### src/rtl/tspi_pkg.sv
`default_nettype none
package tspi_pkg;

   // Field widths of one beat.
   localparam int ACTION_W = 2;
   localparam int COORD_W  = 16;
   localparam int TIME_W   = 32;
   localparam int ENTRY_W  = TIME_W + 2 * COORD_W;
   localparam int DELAY_W  = 16;

   // Defaults for the top-level parameters.
   localparam int BUFFER_DEPTH_DEF = 16;
   localparam int WRAP_SIZE_DEF    = 256;

   // Action codes carried on the request channel.
   typedef enum logic [ACTION_W-1:0] {
      ACT_PUSH     = 2'd0,
      ACT_QUERY    = 2'd1,
      ACT_OVERRIDE = 2'd2,
      ACT_UNDEF    = 2'd3
   } action_type;

   // Configuration register indexes.
   typedef enum logic {
      CSR_LERP_ENABLED = 1'b0,
      CSR_LERP_DELAY   = 1'b1
   } csr_index_type;

   // One classified request as it sits in the decoupling queue.
   typedef struct packed {
      action_type               act;
      logic signed [COORD_W-1:0] x;
      logic signed [COORD_W-1:0] y;
      logic signed [TIME_W-1:0]  t;
   } item_type;

   // Head of the queue as seen by the execution side.
   typedef struct packed {
      logic     valid;
      item_type item;
   } qhead_type;

endpackage
`default_nettype wire

### src/rtl/tspi_req_if.sv
`default_nettype none
interface tspi_req_if;
   import tspi_pkg::*;

   logic                      valid;
   logic                      ready;
   logic [ACTION_W-1:0]       action;
   logic signed [COORD_W-1:0] x_value;
   logic signed [COORD_W-1:0] y_value;
   logic signed [TIME_W-1:0]  time_value;

   modport source (output valid, action, x_value, y_value, time_value, input ready);
   modport sink (input valid, action, x_value, y_value, time_value, output ready);
endinterface
`default_nettype wire

### src/rtl/tspi_front.sv
`default_nettype none
module tspi_front (
   input  wire logic             clock,
   input  wire logic             reset,
   tspi_req_if.sink              req_chan,
   input  wire logic             pop,
   output tspi_pkg::qhead_type   head
);
   import tspi_pkg::*;

   item_type   slot_ff [2];
   logic       wr_ptr_ff, wr_ptr_in;
   logic       rd_ptr_ff, rd_ptr_in;
   logic [1:0] fill_ff, fill_in;
   logic       push;
   logic       do_pop;
   item_type   incoming;

   // Classify the incoming beat into a queue entry.
   always_comb begin
      incoming.act = action_type'(req_chan.action);
      incoming.x   = req_chan.x_value;
      incoming.y   = req_chan.y_value;
      incoming.t   = req_chan.time_value;
   end

   assign req_chan.ready = (fill_ff != 2'd2);
   assign push           = req_chan.valid && req_chan.ready;
   assign do_pop         = pop && (fill_ff != 2'd0);

   assign head.valid = (fill_ff != 2'd0);
   assign head.item  = slot_ff[rd_ptr_ff];

   // Pointer and fill bookkeeping of the two-entry queue.
   always_comb begin
      wr_ptr_in = push ? ~wr_ptr_ff : wr_ptr_ff;
      rd_ptr_in = do_pop ? ~rd_ptr_ff : rd_ptr_ff;
      fill_in   = fill_ff + {1'b0, push} - {1'b0, do_pop};
   end

   always_ff @(posedge clock) begin
      if (reset) begin
         wr_ptr_ff <= 1'b0;
         rd_ptr_ff <= 1'b0;
         fill_ff   <= 2'd0;
      end else begin
         wr_ptr_ff <= wr_ptr_in;
         rd_ptr_ff <= rd_ptr_in;
         fill_ff   <= fill_in;
      end
   end

   always_ff @(posedge clock) begin
      if (push) begin
         slot_ff[wr_ptr_ff] <= incoming;
      end
   end
endmodule
`default_nettype wire

### src/flat_wrapper.sv
// flat-port wrapper written by rule: the top's interface ports become plain ports
module tspi_front_flat import tspi_pkg::*;
  (clock, reset, pop, head, req_chan_valid, req_chan_action, req_chan_x_value, req_chan_y_value, req_chan_time_value, req_chan_ready);
  tspi_req_if req_chan_i ();
  input  wire logic clock;
  input  wire logic reset;
  input  wire logic pop;
  output tspi_pkg::qhead_type head;
  input wire logic [$bits(req_chan_i.valid)-1:0] req_chan_valid;
  input wire logic [$bits(req_chan_i.action)-1:0] req_chan_action;
  input wire logic [$bits(req_chan_i.x_value)-1:0] req_chan_x_value;
  input wire logic [$bits(req_chan_i.y_value)-1:0] req_chan_y_value;
  input wire logic [$bits(req_chan_i.time_value)-1:0] req_chan_time_value;
  output wire logic [$bits(req_chan_i.ready)-1:0] req_chan_ready;
  assign req_chan_i.valid = req_chan_valid;
  assign req_chan_i.action = req_chan_action;
  assign req_chan_i.x_value = req_chan_x_value;
  assign req_chan_i.y_value = req_chan_y_value;
  assign req_chan_i.time_value = req_chan_time_value;
  assign req_chan_ready = req_chan_i.ready;
  tspi_front u_core (.clock(clock), .reset(reset), .req_chan(req_chan_i), .pop(pop), .head(head));
endmodule
### config.mk
export PLATFORM = sky130hd
export DESIGN_NAME = tspi_front_flat
export DESIGN_NICKNAME = d
export VERILOG_FILES = /design/src/rtl/tspi_pkg.sv /design/src/rtl/tspi_req_if.sv /design/src/rtl/tspi_front.sv /design/src/flat_wrapper.sv
export SDC_FILE = /design/constraint.sdc
export NUM_CORES = 1
export LEC_CHECK = 0
export ABC_AREA = 1
export ABC_CLOCK_PERIOD_IN_PS = 7000
export BUFFER_PORTS_ARGS = -buffer_cell sky130_fd_sc_hd__buf_2
export CAP_MARGIN = 20
export CELL_PAD_IN_SITES_DETAIL_PLACEMENT = 0
export CELL_PAD_IN_SITES_GLOBAL_PLACEMENT = 1
export CORE_AREA = 5 5 111 113
export DETAILED_ROUTE_END_ITERATION = 6
export DIE_AREA = 0 0 116 118
export GPL_TIMING_DRIVEN = 0
export PLACE_DENSITY = 0.82
export SYNTH_ARGS = -nofsm -noshare
export SYNTH_HDL_FRONTEND = slang
export SYNTH_SLANG_ARGS = --single-unit
### constraint.sdc
create_clock -name clock -period 7 [get_ports clock]
set_input_delay 0.35 -clock clock [delete_from_list [all_inputs] [get_ports clock]]
set_output_delay 0.35 -clock clock [all_outputs]
set_load 0.005 [all_outputs]
Word level (Yosys, flattened, before mapping)
Memory sizes are Yosys's and may differ from the RTL's. A register that Yosys moved wholly into a read port is not among the register bits.
Cells that the tools add are included.
Operators by class
  add/subtract/negate cells: 2
  equality and inequality tests: 1
  mux-type cells: 4
  bitwise operators: 2
  reduce and logical (&&, ||, !) cells: 3
Operators by type and width (count)
  $mux W1: 4
  $add A2 B1 Y2: 1
  $logic_and A1 B1 Y1: 2
  $ne A2 B2 Y1 const B: 1
  $not A1 Y1: 2
  $reduce_bool A2 Y1: 1
  $sub A2 B1 Y2: 1
Storage, ports and cells
  flip-flop bits (word level): 4
  memory bits (writable): 132
  input port bits: 70
  output and inout bits: 68
  word-level logic and storage cells: 16
  memories: 1
Memory list
  u_core.slot_ff: depth 2, bits a word 66, rd ports 1, clocked after Yosys merged registers in 1, wr ports 1, line tspi_front.sv:11  | item_type slot_ff [2];

Depth between registers and ports, before layout
  depth after elaboration: 4
  mapped depth: 10
  gate-level depth less buffers: 10

Worst setup path after synthesis
Ideal clock, no wire load.
  path kind: register -> register
  start: reg u_core.fill_ff[0]
  end: mem u_core.slot_ff[0][0] (netlist bit), enable pin
  setup time: 490 ps
  arrival: 3321 ps
  required time: 6510 ps
  slack: 3189 ps
  stages on the path, launching flop included: 5
  path buffers: 0
  clock period less this slack: 3811 ps
  path through: dfxtp_1 > inv_1 > nand2_1 > nand2_1 > nor2_1
Between the ends
  cells in the longest elaborated chain, start to end: 4
Ends and longest elaborated chain
  start, declared: line tspi_front.sv:14  | logic [1:0] fill_ff, fill_in;
  start signal, assigned: line tspi_front.sv:49  | fill_ff <= fill_in;
  $ne A2 B2 Y1: line tspi_front.sv:27  | assign req_chan.ready = (fill_ff != 2'd2);
  via req_chan_ready: line flat_wrapper.sv:14  | output wire logic [$bits(req_chan_i.ready)-1:0] req_chan_ready;
  $logic_and A1 B1 Y1: line tspi_front.sv:28  | assign push = req_chan.valid && req_chan.ready;
  $mux W1: line tspi_front.sv:54  | if (push) begin
  $mux W1 (not written as such): line tspi_front.sv:55  | slot_ff[wr_ptr_ff] <= incoming;
  end, declared: line tspi_front.sv:11
The timed path passes the listed nets, and every way through them passes these cells.

Final worst setup path
  start: reg u_core.fill_ff[0]
  end: mem u_core.slot_ff[0][51] (netlist bit), enable pin
Between the ends
  cells in the longest elaborated chain, start to end: 4
Ends and longest elaborated chain (line)
  $ne A2 B2 Y1: tspi_front.sv:27
  $logic_and A1 B1 Y1: tspi_front.sv:28
  $mux W1: tspi_front.sv:54
  $mux W1 (not written as such): tspi_front.sv:55
Every way passes these cells.

==> impl_metrics.yaml <==
critical_path:
  crit_path_start_kind: "flop"
  cp-endpoint: "u_core.slot_ff[0][51]"
  ff2ff_setup_slack_ns: 5.00
  cp_max_fo: 24
  rr_worst_depth: 6
  cp-startpoint: "u_core.fill_ff[0]"
  cp.required_ns: 7.11
  r2r_start: "u_core.fill_ff[0]"
  cp.arrival_ns: 2.11
  critPathCaptureType: "flop"
  r2r_end: "u_core.slot_ff[0][51]"
  critical_path_class: "flop to flop"
cells_and_area:
  syn2layout_area_growth_pct: 29.16
  n_antenna_cell: 0
  drive_gt1_share_pct: 58.80
  nets: 474
pwr:
  p_sw_uw: 602.4
  clockPowerShare_pct: 34.4
  total_power_uw: 2508
  switching_share_pct: 24.02
  pwr-share-seq_pct: 43.1
  ir_drop_mv: 0.1616
  p_per_area_nw_per_um2: 375.3
  leakagePower_uw: 0.002643
  power.internal_uw: 1906
  p_comb_share_pct: 22.5
worst_hold_path:
  hold_start: "reset"
  hp-class: "input pin to flop"
job:
  maxCapViolations: 0
cts:
  clk_latency_ns: 0.40
  cts_buffers: 17
  cts_tree: "yes"
  post_cts_buffers: 0
  cts_max_level: 4
  ctsResizeCount: 0
  clockBufferDepth: 2
  postCtsHoldBufs: 0
  cts_root_buffer: "clkbuf_16"
  clkSinkCount: 137
  clk_pin_slew_worst_paths_ns: 0.06
yosys:
  syn_inst: 244
  ys_types: 12
  synthesis.nets: 316
  syn_area_per_cell_um2: 21.21
  synth_seq_area_share_pct: 78.53
  syn_area_um2: 5175
  synth_warnings: 0
  ys_ff_latch: 137
timing:
  fin_tns_setup_ns: 0
  layout_worst_path_cycle_share_pct: 28.61
  fmax_mhz: 499.3
  skew_ns: 0.007541
  finalSetupViolCount: 0
  min_period_ns: 2.003
  finalHoldViolations: 0
  rsz0062_at_grt: "no"
  worst_pin_slew_ns: 0.8892
  slew_headroom_pct: 40.72
  fin_ws_ns: 4.997
  slew_violations: 0
grt:
  grt_max_degree: 67
  grt_pass1_wl_um: 13920
  grt_overflow_total: 0
  antenna_found_initial: 1
  grtUsageTotal_pct: 13.52
  grt_pass1_vias: 2838
floorplan:
  io-pin-count: 138
  start_util_pct: 46.11
  core_area_um2: 11220
  rows: 39
  die_h_um: 118
  die_width_um: 116
  die_area_um2: 13690
drt:
  drt-pass1-iter-count: 4
  ant_nets: 0
  vias: 2615
  wirelength_um: 8875
  drc_errors: 0
  wl_per_cell_um: 15.91
  viasPerCell: 4.686
  drt-initial-drc-count: 106
placed_design:
  io_buffers: 137
  place_ws_ns: 4.964
  dp_hpwl_um: 6080
  gp_congestion: 0.6664
outcome:
  outcome: "complete, no violations"
==> power by group through the flow <==
stage          registers, uW  logic, uW  clock network, uW
6_report                1080        563                864
5_1_grt                 1090        620                925
4_1_cts                 1080        579                883
3_5_place_dp            1100        575                  0
3_3_place_gp            1110        548                  0
2_1_floorplan           1100        349                  0
==> stage by stage <==
| stage | utilization (%) | hold WS [ns] | area [um2] | cells |
|---|---|---|---|---|
| after detailed placement | 54.33 | 0.5023 | 6097 | 526 |
| after global placement | 53.81 | 0.4836 | 6040 | 524 |
| after global routing | 59.55 | 0.09656 | 6684 | 558 |
| final | 59.55 | 0.1074 | 6684 | 558 |
| after CTS | 59.55 | 0.09070 | 6684 | 558 |
| after floorplan | - | 0.4212 | 5175 | 244 |
==> sequential cells by signal (all words and copies together) (netlist names), named ones only <==
register	flops
u_core.slot_ff	132
u_core.fill_ff	2
u_core.rd_ptr_ff	1
u_core.wr_ptr_ff	1
==> cell usage in the layout, fill, tap and decap left out <==
cell and n:
a21oi_1 2, buf_12 1, buf_16 1, buf_2 139, buf_6 5, bufinv_16 3
clkbuf_1 2, clkbuf_16 17, clkinv_2 5, clkinv_4 1, clkinvlp_4 4, dfxtp_1 5
edfxtp_1 132, ha_1 2, inv_1 9, inv_4 1, mux2_2 26, mux2_4 40
nand2_1 8, nand3_1 3, nor2_1 8, nor2_4 1
==> area by class of cell <==
| type | instances | area, um2 |
|---|---|---|
| plain buffers | 7 | 66.31 |
| well taps | 143 | 178.9 |
| clock buffers | 19 | 432.9 |
| multi-input cells | 90 | 1015 |
| repair buffers | 139 | 733.2 |
| inverters | 10 | 40.04 |
| fillers | 886 | 4539 |
| clock inverters | 13 | 153.9 |
| flip-flops and latches | 137 | 4064 |
==> metal layers <==
layer	vias to the layer above	track usage [%]	routed length (um)
li1	1256	-	-
met2	100	22.66	4562
met4	2	5.004	51
met1	1251	14.98	3405
met5	-	0	7
met3	6	6.067	849
==> worst min-delay path by stage <==
stage	endpoint	slack, ns	depth (start not counted)
5_1_grt	u_core.fill_ff[0]	0.1	2
2_1_floorplan	u_core.fill_ff[0]	0.42	1
3_3_place_gp	u_core.rd_ptr_ff	0.48	2
4_1_cts	u_core.fill_ff[0]	0.09	2
6_report	u_core.fill_ff[0]	0.11	2
3_5_place_dp	flop	0.50	2
==> cells in the mapped netlist <==
| library cell | count | area share [%] |
|---|---|---|
| nand3_1 | 3 | 0.29 |
| edfxtp_1 | 132 | 77 |
| buf_6 | 5 | 1.1 |
| nand2_1 | 8 | 0.58 |
| buf_2 | 2 | 0.19 |
| a21oi_1 | 2 | 0.19 |
| ha_1 | 2 | 0.48 |
| mux2_2 | 26 | 5.7 |
| nor2_1 | 9 | 0.65 |
| dfxtp_1 | 5 | 1.9 |
| mux2_4 | 40 | 12 |
| inv_1 | 10 | 0.73 |
==> worst max-delay path, cell delays in order (launching register included) <==
cell,delay (ns)
dfxtp_1,0.33
inv_1,0.07
nand2_1,0.12
nand2_1,0.12
nor2_4,0.60
buf_12,0.26
buf_16,0.19
==> cells by family (layout without fill, tap and decap cells) <==
group           after synthesis  count (layout)  share of synthesized area (%)
flops                       137             137                          78.53
buf+inv                      17             188                          2.007
simple gates                 20              20                          1.523
mux                          66              66                          17.26
fa+ha+maj                     2               2                         0.4835
compound gates                2               2                         0.1934
Note: power is estimated with default switching activity, not from simulation.
