===== config.mk =====
export PLATFORM = sky130hd
export DESIGN_NAME = tspi_back_flat
export DESIGN_NICKNAME = d
export VERILOG_FILES = /design/src/rtl/tspi_pkg.sv /design/src/rtl/tspi_rsp_if.sv /design/src/rtl/tspi_back.sv /design/src/flat_wrapper.sv
export SDC_FILE = /design/constraint.sdc
export NUM_CORES = 2
export LEC_CHECK = 0
export BUFFER_PORTS_ARGS = -buffer_cell sky130_fd_sc_hd__buf_2
export CORE_MARGIN = 1.5
export CORE_UTILIZATION = 35
export DETAILED_ROUTE_END_ITERATION = 12
export GPL_ROUTABILITY_DRIVEN = 0
export MAX_ROUTING_LAYER = met4
export PLACE_DENSITY = 0.57
export SYNTH_ARGS = -nofsm -noshare
export SYNTH_HDL_FRONTEND = slang
export SYNTH_SLANG_ARGS = --single-unit

===== constraint.sdc =====
create_clock -name clock -period 10.8 [get_ports clock]
set_input_delay 0.54 -clock clock [delete_from_list [all_inputs] [get_ports clock]]
set_output_delay 0.54 -clock clock [all_outputs]
set_load 0.05 [all_outputs]

===== src/rtl/tspi_pkg.sv =====
`default_nettype none
package tspi_pkg;

   // Field widths of one beat.
   localparam int ACTION_W = 2;
   localparam int COORD_W  = 16;
   localparam int TIME_W   = 32;
   localparam int ENTRY_W  = TIME_W + 2 * COORD_W;
   localparam int DELAY_W  = 16;

   // Defaults for the top-level parameters.
   localparam int BUFFER_DEPTH_DEF = 16;
   localparam int WRAP_SIZE_DEF    = 256;

   // Action codes carried on the request channel.
   typedef enum logic [ACTION_W-1:0] {
      ACT_PUSH     = 2'd0,
      ACT_QUERY    = 2'd1,
      ACT_OVERRIDE = 2'd2,
      ACT_UNDEF    = 2'd3
   } action_type;

   // Configuration register indexes.
   typedef enum logic {
      CSR_LERP_ENABLED = 1'b0,
      CSR_LERP_DELAY   = 1'b1
   } csr_index_type;

   // One classified request as it sits in the decoupling queue.
   typedef struct packed {
      action_type               act;
      logic signed [COORD_W-1:0] x;
      logic signed [COORD_W-1:0] y;
      logic signed [TIME_W-1:0]  t;
   } item_type;

   // Head of the queue as seen by the execution side.
   typedef struct packed {
      logic     valid;
      item_type item;
   } qhead_type;

endpackage
`default_nettype wire


===== src/rtl/tspi_rsp_if.sv =====
`default_nettype none
interface tspi_rsp_if;
   import tspi_pkg::*;

   logic                      valid;
   logic                      ready;
   logic signed [COORD_W-1:0] pos_x;
   logic signed [COORD_W-1:0] pos_y;
   logic                      status;

   modport source (output valid, pos_x, pos_y, status, input ready);
   modport sink (input valid, pos_x, pos_y, status, output ready);
endinterface
`default_nettype wire


===== src/rtl/tspi_back.sv =====
`default_nettype none
module tspi_back #(
   parameter int BUFFER_DEPTH = tspi_pkg::BUFFER_DEPTH_DEF,
   parameter int WRAP_SIZE    = tspi_pkg::WRAP_SIZE_DEF
) (
   input  wire logic                        clock,
   input  wire logic                        reset,
   input  wire tspi_pkg::qhead_type         head,
   output logic                             pop,
   input  wire logic                        lerp_enabled,
   input  wire logic [tspi_pkg::DELAY_W-1:0] lerp_delay,
   output logic                             ram_wr_en,
   output logic [(BUFFER_DEPTH > 1 ? $clog2(BUFFER_DEPTH) : 1)-1:0] ram_wr_addr,
   output logic [tspi_pkg::ENTRY_W-1:0]     ram_wr_data,
   output logic [(BUFFER_DEPTH > 1 ? $clog2(BUFFER_DEPTH) : 1)-1:0] ram_rd_addr,
   input  wire logic [tspi_pkg::ENTRY_W-1:0] ram_rd_data,
   tspi_rsp_if.source                       rsp_chan
);
   import tspi_pkg::*;

   localparam int IW  = (BUFFER_DEPTH > 1) ? $clog2(BUFFER_DEPTH) : 1;
   localparam int CW  = $clog2(BUFFER_DEPTH + 1);
   localparam int WW  = $clog2(WRAP_SIZE);
   localparam int NW  = WW + 36;
   localparam int DCW = $clog2(NW + 1);
   localparam int TW  = TIME_W + 1;
   localparam int SW  = TIME_W + 2;
   localparam logic [31:0] WRAP_RECIP = 32'(64'h1_0000_0000 / WRAP_SIZE);
   localparam logic [WW:0] WRAP_OFS = (WW + 1)'(32768 % WRAP_SIZE);
   localparam logic [WW:0] WRAP_ADD = (WW + 1)'(WRAP_SIZE - 32768 % WRAP_SIZE);
   localparam logic [NW-1:0] SAT_POS = NW'(32767);
   localparam logic [NW-1:0] SAT_NEG = NW'(32768);

   typedef enum logic [12:0] {
      S_IDLE = 13'b0_0000_0000_0001,
      S_SNAP = 13'b0_0000_0000_0010,
      S_RD1  = 13'b0_0000_0000_0100,
      S_RDE0 = 13'b0_0000_0000_1000,
      S_RDE1 = 13'b0_0000_0001_0000,
      S_WRAP = 13'b0_0000_0010_0000,
      S_REM  = 13'b0_0000_0100_0000,
      S_FIX  = 13'b0_0000_1000_0000,
      S_MUL  = 13'b0_0001_0000_0000,
      S_SUM  = 13'b0_0010_0000_0000,
      S_DIV  = 13'b0_0100_0000_0000,
      S_FIN  = 13'b0_1000_0000_0000,
      S_OUT  = 13'b1_0000_0000_0000
   } state_type;

   state_type state_ff, state_in;
   logic [IW-1:0] head_ff, head_in;
   logic [CW-1:0] count_ff, count_in;
   logic signed [COORD_W-1:0] cur_x_ff, cur_x_in, cur_y_ff, cur_y_in;
   logic status_ff, status_in;
   logic signed [TW-1:0] t_ff, t_in;
   logic [ENTRY_W-1:0] e0_ff, e0_in;
   logic [TIME_W-1:0]  t1_ff, t1_in;

   // Coordinate order in the four-lane arrays: x0, x1, y0, y1.
   logic [WW-1:0]      rem_w_ff [4];
   logic [WW-1:0]      rem_w_in [4];
   logic [COORD_W-1:0] src_ff [4];
   logic [COORD_W-1:0] src_in [4];
   logic [COORD_W-1:0] wq_ff [4];
   logic [COORD_W-1:0] wq_in [4];
   logic [WW-1:0]      w_ff [4];
   logic [WW-1:0]      w_in [4];
   logic [DCW-1:0]     cnt_ff, cnt_in;

   logic signed [TW-1:0] dur_ff, dur_in;
   logic signed [SW-1:0] since_ff, since_in;
   logic                 hold_ff, hold_in;
   logic signed [WW+TW:0]   pa_ff [2];
   logic signed [WW+TW:0]   pa_in [2];
   logic signed [WW+SW:0]   pb_ff [2];
   logic signed [WW+SW:0]   pb_in [2];
   logic [TW-1:0]           dmag_ff, dmag_in;
   logic [SW-1:0]           drem_ff [2];
   logic [SW-1:0]           drem_in [2];
   logic [NW-1:0]           quo_ff [2];
   logic [NW-1:0]           quo_in [2];
   logic                    neg_ff [2];
   logic                    neg_in [2];

   logic rsp_valid_ff, rsp_valid_in;
   logic signed [COORD_W-1:0] rsp_x_ff, rsp_x_in, rsp_y_ff, rsp_y_in;
   logic rsp_status_ff, rsp_status_in;

   function automatic logic [IW-1:0] ptr_add(input logic [IW-1:0] p, input logic [CW-1:0] k);
      logic [CW:0] s;
      s = (CW + 1)'(p) + (CW + 1)'(k);
      if (s >= (CW + 1)'(BUFFER_DEPTH)) begin
         s = s - (CW + 1)'(BUFFER_DEPTH);
      end
      return s[IW-1:0];
   endfunction

   function automatic logic signed [COORD_W-1:0] sat_mag(input logic [NW-1:0] q, input logic neg);
      logic signed [COORD_W-1:0] r;
      if (!neg) begin
         r = (q > SAT_POS) ? COORD_W'(32767) : $signed(q[COORD_W-1:0]);
      end else begin
         r = (q > SAT_NEG) ? $signed(COORD_W'(32768)) : $signed(-q[COORD_W-1:0]);
      end
      return r;
   endfunction

   assign rsp_chan.valid  = rsp_valid_ff;
   assign rsp_chan.pos_x  = rsp_x_ff;
   assign rsp_chan.pos_y  = rsp_y_ff;
   assign rsp_chan.status = rsp_status_ff;

   // Execution sequencer: one request at a time, then the result register.
   always_comb begin
      logic [WW:0]        r2;
      logic signed [NW-1:0] nsum;
      logic [NW-1:0]      nmag;
      logic [SW-1:0]      q2;
      logic               ge;
      logic               past;
      logic signed [WW:0] diff;
      logic [IW-1:0]      nh;
      logic [47:0]        prod;
      logic [31:0]        mw;
      logic [COORD_W-1:0] rr;

      state_in   = state_ff;
      head_in    = head_ff;
      count_in   = count_ff;
      cur_x_in   = cur_x_ff;
      cur_y_in   = cur_y_ff;
      status_in  = status_ff;
      t_in       = t_ff;
      e0_in      = e0_ff;
      t1_in      = t1_ff;
      rem_w_in   = rem_w_ff;
      src_in     = src_ff;
      wq_in      = wq_ff;
      w_in       = w_ff;
      cnt_in     = cnt_ff;
      dur_in     = dur_ff;
      since_in   = since_ff;
      hold_in    = hold_ff;
      pa_in      = pa_ff;
      pb_in      = pb_ff;
      dmag_in    = dmag_ff;
      drem_in    = drem_ff;
      quo_in     = quo_ff;
      neg_in     = neg_ff;
      rsp_valid_in  = rsp_valid_ff && !rsp_chan.ready;
      rsp_x_in      = rsp_x_ff;
      rsp_y_in      = rsp_y_ff;
      rsp_status_in = rsp_status_ff;
      pop         = 1'b0;
      ram_wr_en   = 1'b0;
      ram_wr_addr = ptr_add(head_ff, count_ff);
      ram_wr_data = {head.item.t, head.item.y, head.item.x};
      ram_rd_addr = head_ff;
      r2   = '0;
      nsum = '0;
      nmag = '0;
      q2   = '0;
      ge   = 1'b0;
      past = 1'b0;
      diff = '0;
      nh   = head_ff;
      prod = '0;
      mw   = '0;
      rr   = '0;

      unique case (state_ff)
         S_IDLE: begin
            if (head.valid) begin
               pop       = 1'b1;
               status_in = 1'b0;
               t_in      = TW'(head.item.t) - TW'($signed({1'b0, lerp_delay}));
               state_in  = S_OUT;
               unique case (head.item.act)
                  ACT_PUSH: begin
                     if (count_ff == CW'(BUFFER_DEPTH)) begin
                        status_in = 1'b1;
                     end else begin
                        ram_wr_en = 1'b1;
                        count_in  = count_ff + CW'(1);
                     end
                  end
                  ACT_QUERY: begin
                     if (!lerp_enabled) begin
                        if (count_ff != '0) begin
                           nh          = ptr_add(head_ff, count_ff - CW'(1));
                           head_in     = nh;
                           count_in    = CW'(1);
                           ram_rd_addr = nh;
                           state_in    = S_SNAP;
                        end
                     end else if (count_ff >= CW'(2)) begin
                        ram_rd_addr = ptr_add(head_ff, CW'(1));
                        state_in    = S_RD1;
                     end
                  end
                  ACT_OVERRIDE: begin
                     cur_x_in = head.item.x;
                     cur_y_in = head.item.y;
                  end
                  default: begin
                  end
               endcase
            end
         end
         S_SNAP: begin
            cur_x_in = ram_rd_data[COORD_W-1:0];
            cur_y_in = ram_rd_data[2*COORD_W-1:COORD_W];
            state_in = S_OUT;
         end
         S_RD1: begin
            // Drop the oldest sample once the second one is already behind.
            if (TW'($signed(ram_rd_data[ENTRY_W-1:2*COORD_W])) < t_ff) begin
               nh       = ptr_add(head_ff, CW'(1));
               head_in  = nh;
               count_in = count_ff - CW'(1);
               state_in = (count_ff >= CW'(3)) ? S_RDE0 : S_OUT;
            end else begin
               state_in = S_RDE0;
            end
            ram_rd_addr = nh;
         end
         S_RDE0: begin
            e0_in       = ram_rd_data;
            ram_rd_addr = ptr_add(head_ff, CW'(1));
            state_in    = S_RDE1;
         end
         S_RDE1: begin
            t1_in     = ram_rd_data[ENTRY_W-1:2*COORD_W];
            src_in[0] = {~e0_ff[COORD_W-1], e0_ff[COORD_W-2:0]};
            src_in[1] = {~ram_rd_data[COORD_W-1], ram_rd_data[COORD_W-2:0]};
            src_in[2] = {~e0_ff[2*COORD_W-1], e0_ff[2*COORD_W-2:COORD_W]};
            src_in[3] = {~ram_rd_data[2*COORD_W-1], ram_rd_data[2*COORD_W-2:COORD_W]};
            state_in = S_WRAP;
         end
         S_WRAP: begin
            // Quotient of the offset coordinate by the wrap size through a
            // reciprocal multiply; the estimate is at most one too low.
            for (int i = 0; i < 4; i++) begin
               prod     = 48'(src_ff[i]) * 48'(WRAP_RECIP);
               wq_in[i] = prod[47:32];
            end
            state_in = S_REM;
         end
         S_REM: begin
            // Remainder from the estimate, then one correcting subtract.
            for (int i = 0; i < 4; i++) begin
               mw = 32'(wq_ff[i]) * 32'(WRAP_SIZE);
               rr = src_ff[i] - mw[COORD_W-1:0];
               if (rr >= COORD_W'(WRAP_SIZE)) begin
                  rr = rr - COORD_W'(WRAP_SIZE);
               end
               rem_w_in[i] = rr[WW-1:0];
            end
            state_in = S_FIX;
         end
         S_FIX: begin
            // Remove the offset that made the coordinate unsigned.
            for (int i = 0; i < 4; i++) begin
               r2 = {1'b0, rem_w_ff[i]};
               r2 = (r2 >= WRAP_OFS) ? r2 - WRAP_OFS : r2 + WRAP_ADD;
               w_in[i] = r2[WW-1:0];
            end
            dur_in   = TW'($signed(t1_ff)) - TW'($signed(e0_ff[ENTRY_W-1:2*COORD_W]));
            since_in = SW'(t_ff) - SW'($signed(e0_ff[ENTRY_W-1:2*COORD_W]));
            state_in = S_MUL;
         end
         S_MUL: begin
            for (int i = 0; i < 2; i++) begin
               diff     = $signed({1'b0, w_ff[2*i+1]}) - $signed({1'b0, w_ff[2*i]});
               pa_in[i] = $signed({1'b0, w_ff[2*i]}) * dur_ff;
               pb_in[i] = diff * since_ff;
            end
            past    = (dur_ff > 0) ? (since_ff > SW'(dur_ff)) : (since_ff < SW'(dur_ff));
            hold_in = (dur_ff == '0) || past;
            state_in = S_SUM;
         end
         S_SUM: begin
            if (hold_ff) begin
               cur_x_in = COORD_W'(w_ff[1]);
               cur_y_in = COORD_W'(w_ff[3]);
               state_in = S_OUT;
            end else begin
               for (int i = 0; i < 2; i++) begin
                  nsum       = NW'(pa_ff[i]) + NW'(pb_ff[i]);
                  nmag       = nsum[NW-1] ? NW'(-nsum) : NW'(nsum);
                  quo_in[i]  = nmag;
                  drem_in[i] = '0;
                  neg_in[i]  = nsum[NW-1] ^ dur_ff[TW-1];
               end
               dmag_in  = dur_ff[TW-1] ? TW'(-dur_ff) : TW'(dur_ff);
               cnt_in   = '0;
               state_in = S_DIV;
            end
         end
         S_DIV: begin
            // Restoring division, one quotient bit per cycle in both lanes.
            for (int i = 0; i < 2; i++) begin
               q2 = {drem_ff[i][SW-2:0], quo_ff[i][NW-1]};
               ge = (q2 >= SW'(dmag_ff));
               drem_in[i] = ge ? q2 - SW'(dmag_ff) : q2;
               quo_in[i]  = {quo_ff[i][NW-2:0], ge};
            end
            cnt_in = cnt_ff + DCW'(1);
            if (cnt_ff == DCW'(NW - 1)) begin
               state_in = S_FIN;
            end
         end
         S_FIN: begin
            cur_x_in = sat_mag(quo_ff[0], neg_ff[0]);
            cur_y_in = sat_mag(quo_ff[1], neg_ff[1]);
            state_in = S_OUT;
         end
         S_OUT: begin
            if (!rsp_valid_ff || rsp_chan.ready) begin
               rsp_valid_in  = 1'b1;
               rsp_x_in      = cur_x_ff;
               rsp_y_in      = cur_y_ff;
               rsp_status_in = status_ff;
               state_in      = S_IDLE;
            end
         end
         default: begin
            state_in = S_IDLE;
         end
      endcase
   end

   // Control state.
   always_ff @(posedge clock) begin
      if (reset) begin
         state_ff     <= S_IDLE;
         head_ff      <= '0;
         count_ff     <= '0;
         cur_x_ff     <= '0;
         cur_y_ff     <= '0;
         rsp_valid_ff <= 1'b0;
      end else begin
         state_ff     <= state_in;
         head_ff      <= head_in;
         count_ff     <= count_in;
         cur_x_ff     <= cur_x_in;
         cur_y_ff     <= cur_y_in;
         rsp_valid_ff <= rsp_valid_in;
      end
   end

   // Datapath registers.
   always_ff @(posedge clock) begin
      status_ff     <= status_in;
      t_ff          <= t_in;
      e0_ff         <= e0_in;
      t1_ff         <= t1_in;
      rem_w_ff      <= rem_w_in;
      src_ff        <= src_in;
      wq_ff         <= wq_in;
      w_ff          <= w_in;
      cnt_ff        <= cnt_in;
      dur_ff        <= dur_in;
      since_ff      <= since_in;
      hold_ff       <= hold_in;
      pa_ff         <= pa_in;
      pb_ff         <= pb_in;
      dmag_ff       <= dmag_in;
      drem_ff       <= drem_in;
      quo_ff        <= quo_in;
      neg_ff        <= neg_in;
      rsp_x_ff      <= rsp_x_in;
      rsp_y_ff      <= rsp_y_in;
      rsp_status_ff <= rsp_status_in;
   end
endmodule
`default_nettype wire


===== src/flat_wrapper.sv =====
// flat-port wrapper written by rule: the top's interface ports become plain ports
module tspi_back_flat import tspi_pkg::*;
#(
   parameter int BUFFER_DEPTH = tspi_pkg::BUFFER_DEPTH_DEF,
   parameter int WRAP_SIZE    = tspi_pkg::WRAP_SIZE_DEF
)
  (clock, reset, head, pop, lerp_enabled, lerp_delay, ram_wr_en, ram_wr_addr, ram_wr_data, ram_rd_addr, ram_rd_data, rsp_chan_valid, rsp_chan_pos_x, rsp_chan_pos_y, rsp_chan_status, rsp_chan_ready);
  tspi_rsp_if rsp_chan_i ();
  input  wire logic clock;
  input  wire logic reset;
  input  wire tspi_pkg::qhead_type head;
  output logic pop;
  input  wire logic lerp_enabled;
  input  wire logic [tspi_pkg::DELAY_W-1:0] lerp_delay;
  output logic ram_wr_en;
  output logic [(BUFFER_DEPTH > 1 ? $clog2(BUFFER_DEPTH) : 1)-1:0] ram_wr_addr;
  output logic [tspi_pkg::ENTRY_W-1:0] ram_wr_data;
  output logic [(BUFFER_DEPTH > 1 ? $clog2(BUFFER_DEPTH) : 1)-1:0] ram_rd_addr;
  input  wire logic [tspi_pkg::ENTRY_W-1:0] ram_rd_data;
  output wire logic [$bits(rsp_chan_i.valid)-1:0] rsp_chan_valid;
  output wire logic [$bits(rsp_chan_i.pos_x)-1:0] rsp_chan_pos_x;
  output wire logic [$bits(rsp_chan_i.pos_y)-1:0] rsp_chan_pos_y;
  output wire logic [$bits(rsp_chan_i.status)-1:0] rsp_chan_status;
  input wire logic [$bits(rsp_chan_i.ready)-1:0] rsp_chan_ready;
  assign rsp_chan_valid = rsp_chan_i.valid;
  assign rsp_chan_pos_x = rsp_chan_i.pos_x;
  assign rsp_chan_pos_y = rsp_chan_i.pos_y;
  assign rsp_chan_status = rsp_chan_i.status;
  assign rsp_chan_i.ready = rsp_chan_ready;
  tspi_back #(.BUFFER_DEPTH(BUFFER_DEPTH), .WRAP_SIZE(WRAP_SIZE)) u_core (.clock(clock), .reset(reset), .head(head), .pop(pop), .lerp_enabled(lerp_enabled), .lerp_delay(lerp_delay), .ram_wr_en(ram_wr_en), .ram_wr_addr(ram_wr_addr), .ram_wr_data(ram_wr_data), .ram_rd_addr(ram_rd_addr), .ram_rd_data(ram_rd_data), .rsp_chan(rsp_chan_i));
endmodule

# After elaboration in Yosys (flattened, before gate mapping)
# Index checks and enable logic that the tools add are counted.
[totals]
ff_bits = 811
in_bits = 151
[classes]
add_sub_neg = 31
multipliers = 4
n_lt_le_gt_ge = 19
n_eq_ne = 30
n_mux = 71
bitwise_logic = 7
n_reduce_logical = 20
[ops]
columns = ["cell", "count"]
rows = [
  ["2-to-1 mux 16 bit", 12],
  ["one-hot mux 88 bit (2 select lines)", 1],
  ["one-hot mux 13 bit (12 select lines)", 1],
  ["one-hot mux 67 bit (2 select lines)", 1],
  ["2-to-1 mux 13 bit", 10],
  ["one-hot mux 16 bit (4 select lines)", 2],
  ["adder 42 x 43 -> 44 bit", 2],
  ["> comparator 44 x 15 -> 1 bit, second input constant", 2],
  ["> comparator 44 x 16 -> 1 bit, second input constant", 2],
  ["2-to-1 mux 44 bit", 2],
  ["2-to-1 mux 88 bit", 1],
  ["negator 44 bit", 2],
  ["multiplier 9 x 34 -> 43 bit", 2],
  ["multiplier 9 x 33 -> 42 bit", 2],
  [">= comparator 34 x 33 -> 1 bit", 2],
  ["2-to-1 mux 67 bit", 1],
  [">= comparator 16 x 9 -> 1 bit, second input constant", 4],
  ["subtractor 16 bit", 4],
  ["2-to-1 mux 4 bit", 12],
  ["> comparator 34 x 33 -> 1 bit", 1],
  ["< comparator 34 x 33 -> 1 bit", 1],
  ["2-to-1 mux 34 bit", 1],
  ["subtractor 33 x 32 -> 34 bit", 1],
  ["subtractor 34 x 33 -> 34 bit", 1],
  ["other kinds (64)", 112],
]

# Depth between registers and ports, before layout
[logic_depth]
ltp_word = 9
depth_mapped = 33
ltp_nobuf = 33

# Worst setup path before layout
# No wires, ideal clock.
[synth_timing]
path_type = "register -> register"
from = "reg u_core.state_ff[3]"
to = "reg u_core.dur_ff[0], enable pin"
arrival_ps = 8431
required_ps = 10100
path_slack_ps = 1669
path_stages_with_launch = 5
n_path_buf = 0
path_cell_list = "dfxtp_1 > or4_1 > nor3_1 > nand2_1 > nor3b_1"
[synth_between]
elab_chain_len = 1
[synth_rtl]
columns = ["item", "line", "rtl"]
rows = [
  ["from (decl)", "tspi_back.sv:50", "state_type state_ff, state_in;"],
  ["from (signal assigned)", "tspi_back.sv:343", "state_ff <= state_in;"],
  ["== test 13 x 8 -> 1 bit", "tspi_back.sv:171", "unique case (state_ff)"],
  ["to (signal assigned)", "tspi_back.sv:363", "dur_ff <= dur_in;"],
  ["to (decl)", "tspi_back.sv:70", "logic signed [TW-1:0] dur_ff, dur_in;"],
]
# Every way passes these cells.
# A chain may end at the register's enable or synchronous reset.

# Worst setup path in the final report
[layout_timing]
from = "reg u_core.w_ff[10] (netlist name)"
to = "reg u_core.pb_ff[41] (netlist name) (data pin)"
[layout_between]
elab_chain_len = 2
[layout_rtl]
columns = ["item", "line", "rtl"]
rows = [
  ["from (decl)", "tspi_back.sv:66", "logic [WW-1:0] w_ff [4];"],
  ["from (signal assigned)", "tspi_back.sv:361", "w_ff <= w_in;"],
  ["subtractor 8 x 8 -> 9 bit", "tspi_back.sv:274", "diff = $signed({1'b0, w_ff[2*i+1]}) - $signed({1'b0, w_ff[2*i]});"],
  ["multiplier 9 x 34 -> 43 bit", "tspi_back.sv:276", "pb_in[i] = diff * since_ff;"],
  ["to (signal assigned)", "tspi_back.sv:367", "pb_ff <= pb_in;"],
  ["to (decl)", "tspi_back.sv:75", "logic signed [WW+SW:0] pb_ff [2];"],
]
# Every way passes these cells.

==> impl_metrics.py <==
metrics = {
    "synth": {
        "synth.distinct_cells": 108,
        "synth-adder-area-share_pct": 32.8,
        "ys.flop_type": "edfxtp_1",
        "syn_nets": 10300,
        "synth_edf_count": 676,
        "synth-seq-area-share_pct": 26.3,
        "syn_avg_cell_area_um2": 9.55,
        "synthMuxAreaShare_pct": 0.203,
        "synthCells": 8527,
        "synthXorXnorAreaFrac_pct": 5.17,
        "synthSimpleGateAreaFrac_pct": 15.8,
        "async_reset_ff_share_pct": 0,
        "netlist_area_um2": 81400,
        "yosysTopAreaCell": "edfxtp_1",
        "ys_warn_count": 0,
        "synth-seq-cells": 731,
        "synth_area_leaders": "edfxtp_1 (25%), fa_1 (22%), ha_1 (10%)",
        "synth-compound-area-share_pct": 12.7,
        "synth_top_family_by_area": "adder cells",
        "synth_top_area_share_pct": 24.9,
    },
    "setup_path": {
        "slowest_delay_ps": 1050,
        "start_kind": "flop",
        "crit_path_top_delay_cell": "edfxtp_1",
        "path_max_fanout": 34,
        "worstPathRequired_ps": 11260,
        "worstSetupPathType": "flop to flop",
        "cp_common_cell": "fa_1",
        "critPathCaptureType": "flop",
        "worstPathArrival_ps": 9380,
    },
    "detailed_routing": {
        "drt_pre_antenna_iters": 7,
        "vias_per_cell": 5.33,
        "wl_mm": 242,
        "drc": 0,
        "wire_per_inst_um": 20.7,
        "vias": 62300,
        "first_iter_violations": 4568,
        "antenna_left": 0,
    },
    "layout": {
        "layout.nets": 10300,
        "n_fill_cell": 22700,
        "areaGrowthSynthToFinish_pct": 9.40,
        "final_layout_size_suffix_gt1_share_pct": 7.05,
        "regArea_um2": 21400,
        "final_cells": 11700,
        "multi_input_area_um2": 54500,
    },
    "power_and_ir_drop": {
        "power_frac_clock_pct": 47.4,
        "p_sw_uw": 1740,
        "power_frac_comb_pct": 7.6,
        "seq_power_share_pct": 45.0,
        "p_int_uw": 5260,
        "switching_share_pct": 24.8,
        "ir_drop_mv": 0.119,
        "p_per_area_nw_per_um2": 78.5,
        "cellLeakagePower_uw": 0.0397,
    },
    "clock_network": {
        "clockBufferDepth": 3,
        "cts_buffers": 90,
        "cts_tree": "built",
        "clock-sinks": 731,
        "postCtsSetupBuffers": 0,
        "clk_pin_slew_ps": 60,
        "htreeDepth": 3,
        "clk_latency_ps": 770,
        "clock-root-buffer": "clkbuf_16",
    },
    "die": {
        "start_util_pct": 35.3,
        "die_w_um": 485,
        "rows": 176,
        "coreArea_um2": 231000,
        "io_pins": 259,
        "die_area_um2": 236000,
        "die_h_um": 485,
    },
    "hold_path": {
        "hp-class": "input port to flop",
    },
    "sta": {
        "fmax_ghz": 0.112,
        "worst_slew_pin_slew_ps": 1090,
        "hold_viol_final": 0,
        "setup_viol": 0,
        "slew-limit-headroom_pct": 27.1,
        "period_share_pct": 82.6,
        "finalSetupTns_ps": 0,
        "slew_viol_final": 0,
        "rsz0062_at_grt": "false",
        "fin_crit_ps": 8920,
        "clock_skew_ps": 66.0,
    },
    "global_routing": {
        "grt_pass1_vias": 62700,
        "antenna_found_initial": 13,
        "grt_max_degree": 96,
        "grt_overflow_total": 0,
        "grt_pass1_wl_mm": 372,
        "grtUsageTotal_pct": 21.0,
    },
    "placement": {
        "port_buffers": 258,
        "place_hpwl_mm": 192,
        "dp_cells": 11500,
    },
    "run_status": {
        "status": "finished clean",
    },
    "job": {
        "maxCapViolCount": 0,
    },
}
-- path summary, 6_finish.rpt --
kind,start,endpoint,slack [ps],cells after the start
setup / recovery,u_core.w_ff[10],u_core.pb_ff[41],1880,31
hold / removal,ram_rd_data[40],u_core.t1_ff[8],40,1
setup reg to reg,u_core.w_ff[10],u_core.pb_ff[41],1880,31
hold reg to reg,u_core.rem_w_ff[4],u_core.w_ff[4],390,0
-- sequential cells by signal (all words and copies together), names as in the netlist, 32 cells and up --
name,flops
u_core.drem_ff,66
u_core.since_ff,34
u_core.pb_ff,86
u_core.w_ff,32
u_core.src_ff,32
u_core.t_ff,33
u_core.pa_ff,84
u_core.dmag_ff,33
u_core.e0_ff,48
u_core.dur_ff,33
u_core.quo_ff,88
u_core.t1_ff,32
u_core.rem_w_ff,32
-- synthesized netlist by cell type, drive strengths merged (50+ instances only) --
library cell and instances:
a211oi 63, a21o 224, a21oi 508, a31oi 52
and2 352, and3 50, buf 85, clkbuf 313
dfxtp 55, edfxtp 676, fa 909, ha 679
inv 1071, nand2 644, nand2b 196, nand3 111
nand4 57, nor2 789, nor2b 100, nor3 116
o21ai 341, or3 56, xnor2 326, xor2 155
-- logic make-up after synthesis --
kind of cell             Yosys count
flip-flops                       731
AND/OR/NAND/NOR                 2632
buffers and inverters           1470
AO/OA/AOI/OAI                   1609
multiplexers                      16
XOR/XNOR                         481
adder cells (fa/ha/maj)         1588
-- through the flow --
step | area, µm² | hold WS (ps) | setup slack (ps) | power, µW | util, %
2_1_floorplan | 81400 | 400 | 1670 | 3580 | -
3_3_place_gp | 85700 | 401 | 2030 | 3720 | 37.2
3_5_place_dp | 85700 | 405 | 2050 | 3730 | 37.2
4_1_cts | 89100 | 0.125 | 1970 | 7070 | 38.6
5_1_grt | 89100 | 9.32 | 1330 | 7230 | 38.6
6_report | 89100 | 40.0 | 1880 | 7000 | 38.6
-- cell type report --
cell class,instances,share of cell area [%]
Antenna cell,6,0.0169
Clock buffer,103,2.64
Clock inverter,65,1.01
Inverter,1072,4.52
Multi-Input combinational cell,6326,61.1
Sequential cell,731,24.0
Tap cell,3026,4.25
Timing Repair Buffer,368,2.42
-- power groups by stage --
stage | clock network, µW | logic [µW] | registers [µW]
final | 3320 | 531 | 3150
after global routing | 3490 | 585 | 3150
after floorplan | 0 | 358 | 3220
after CTS | 3390 | 533 | 3150
after global placement | 0 | 515 | 3210
after detailed placement | 0 | 525 | 3210
-- worst max-delay path, delay by kind of cell, from the launching register on --
| family | cells | cell delay [ps] |
|---|---|---|
| flops | 1 | 1050 |
| compound gates | 14 | 3120 |
| buf+inv | 5 | 690 |
| simple gates | 3 | 440 |
| fa+ha+maj | 7 | 3130 |
| xor+xnor | 2 | 220 |
-- routing by layer --
metal	part of all wire [%]	GRT usage, %	vias to the layer above
li1	-	-	28700
met1	44	27.6	31200
met2	45	32.5	2012
met3	7.5	4.22	354
met4	3.8	6.78	0
met5	0	-	-
-- cell usage in the layout (no fill, tap or decap), types with 196 or more instances in the layout --
cell and instances:
ha_1 679, nor2_1 787, xnor2_1 321, a21oi_1 506, buf_2 258, nand2b_1 196
edfxtp_1 676, and2_1 351, inv_1 1067, nand2_1 643, fa_1 908, a21o_1 224
o21ai_0 326
-- what timing repair did --
action	CTS	global route
endpoints found under the hold margin	33	0
gates resized for setup	0	0
hold buffers	17	0
Power figures use the tool's default switching activity.
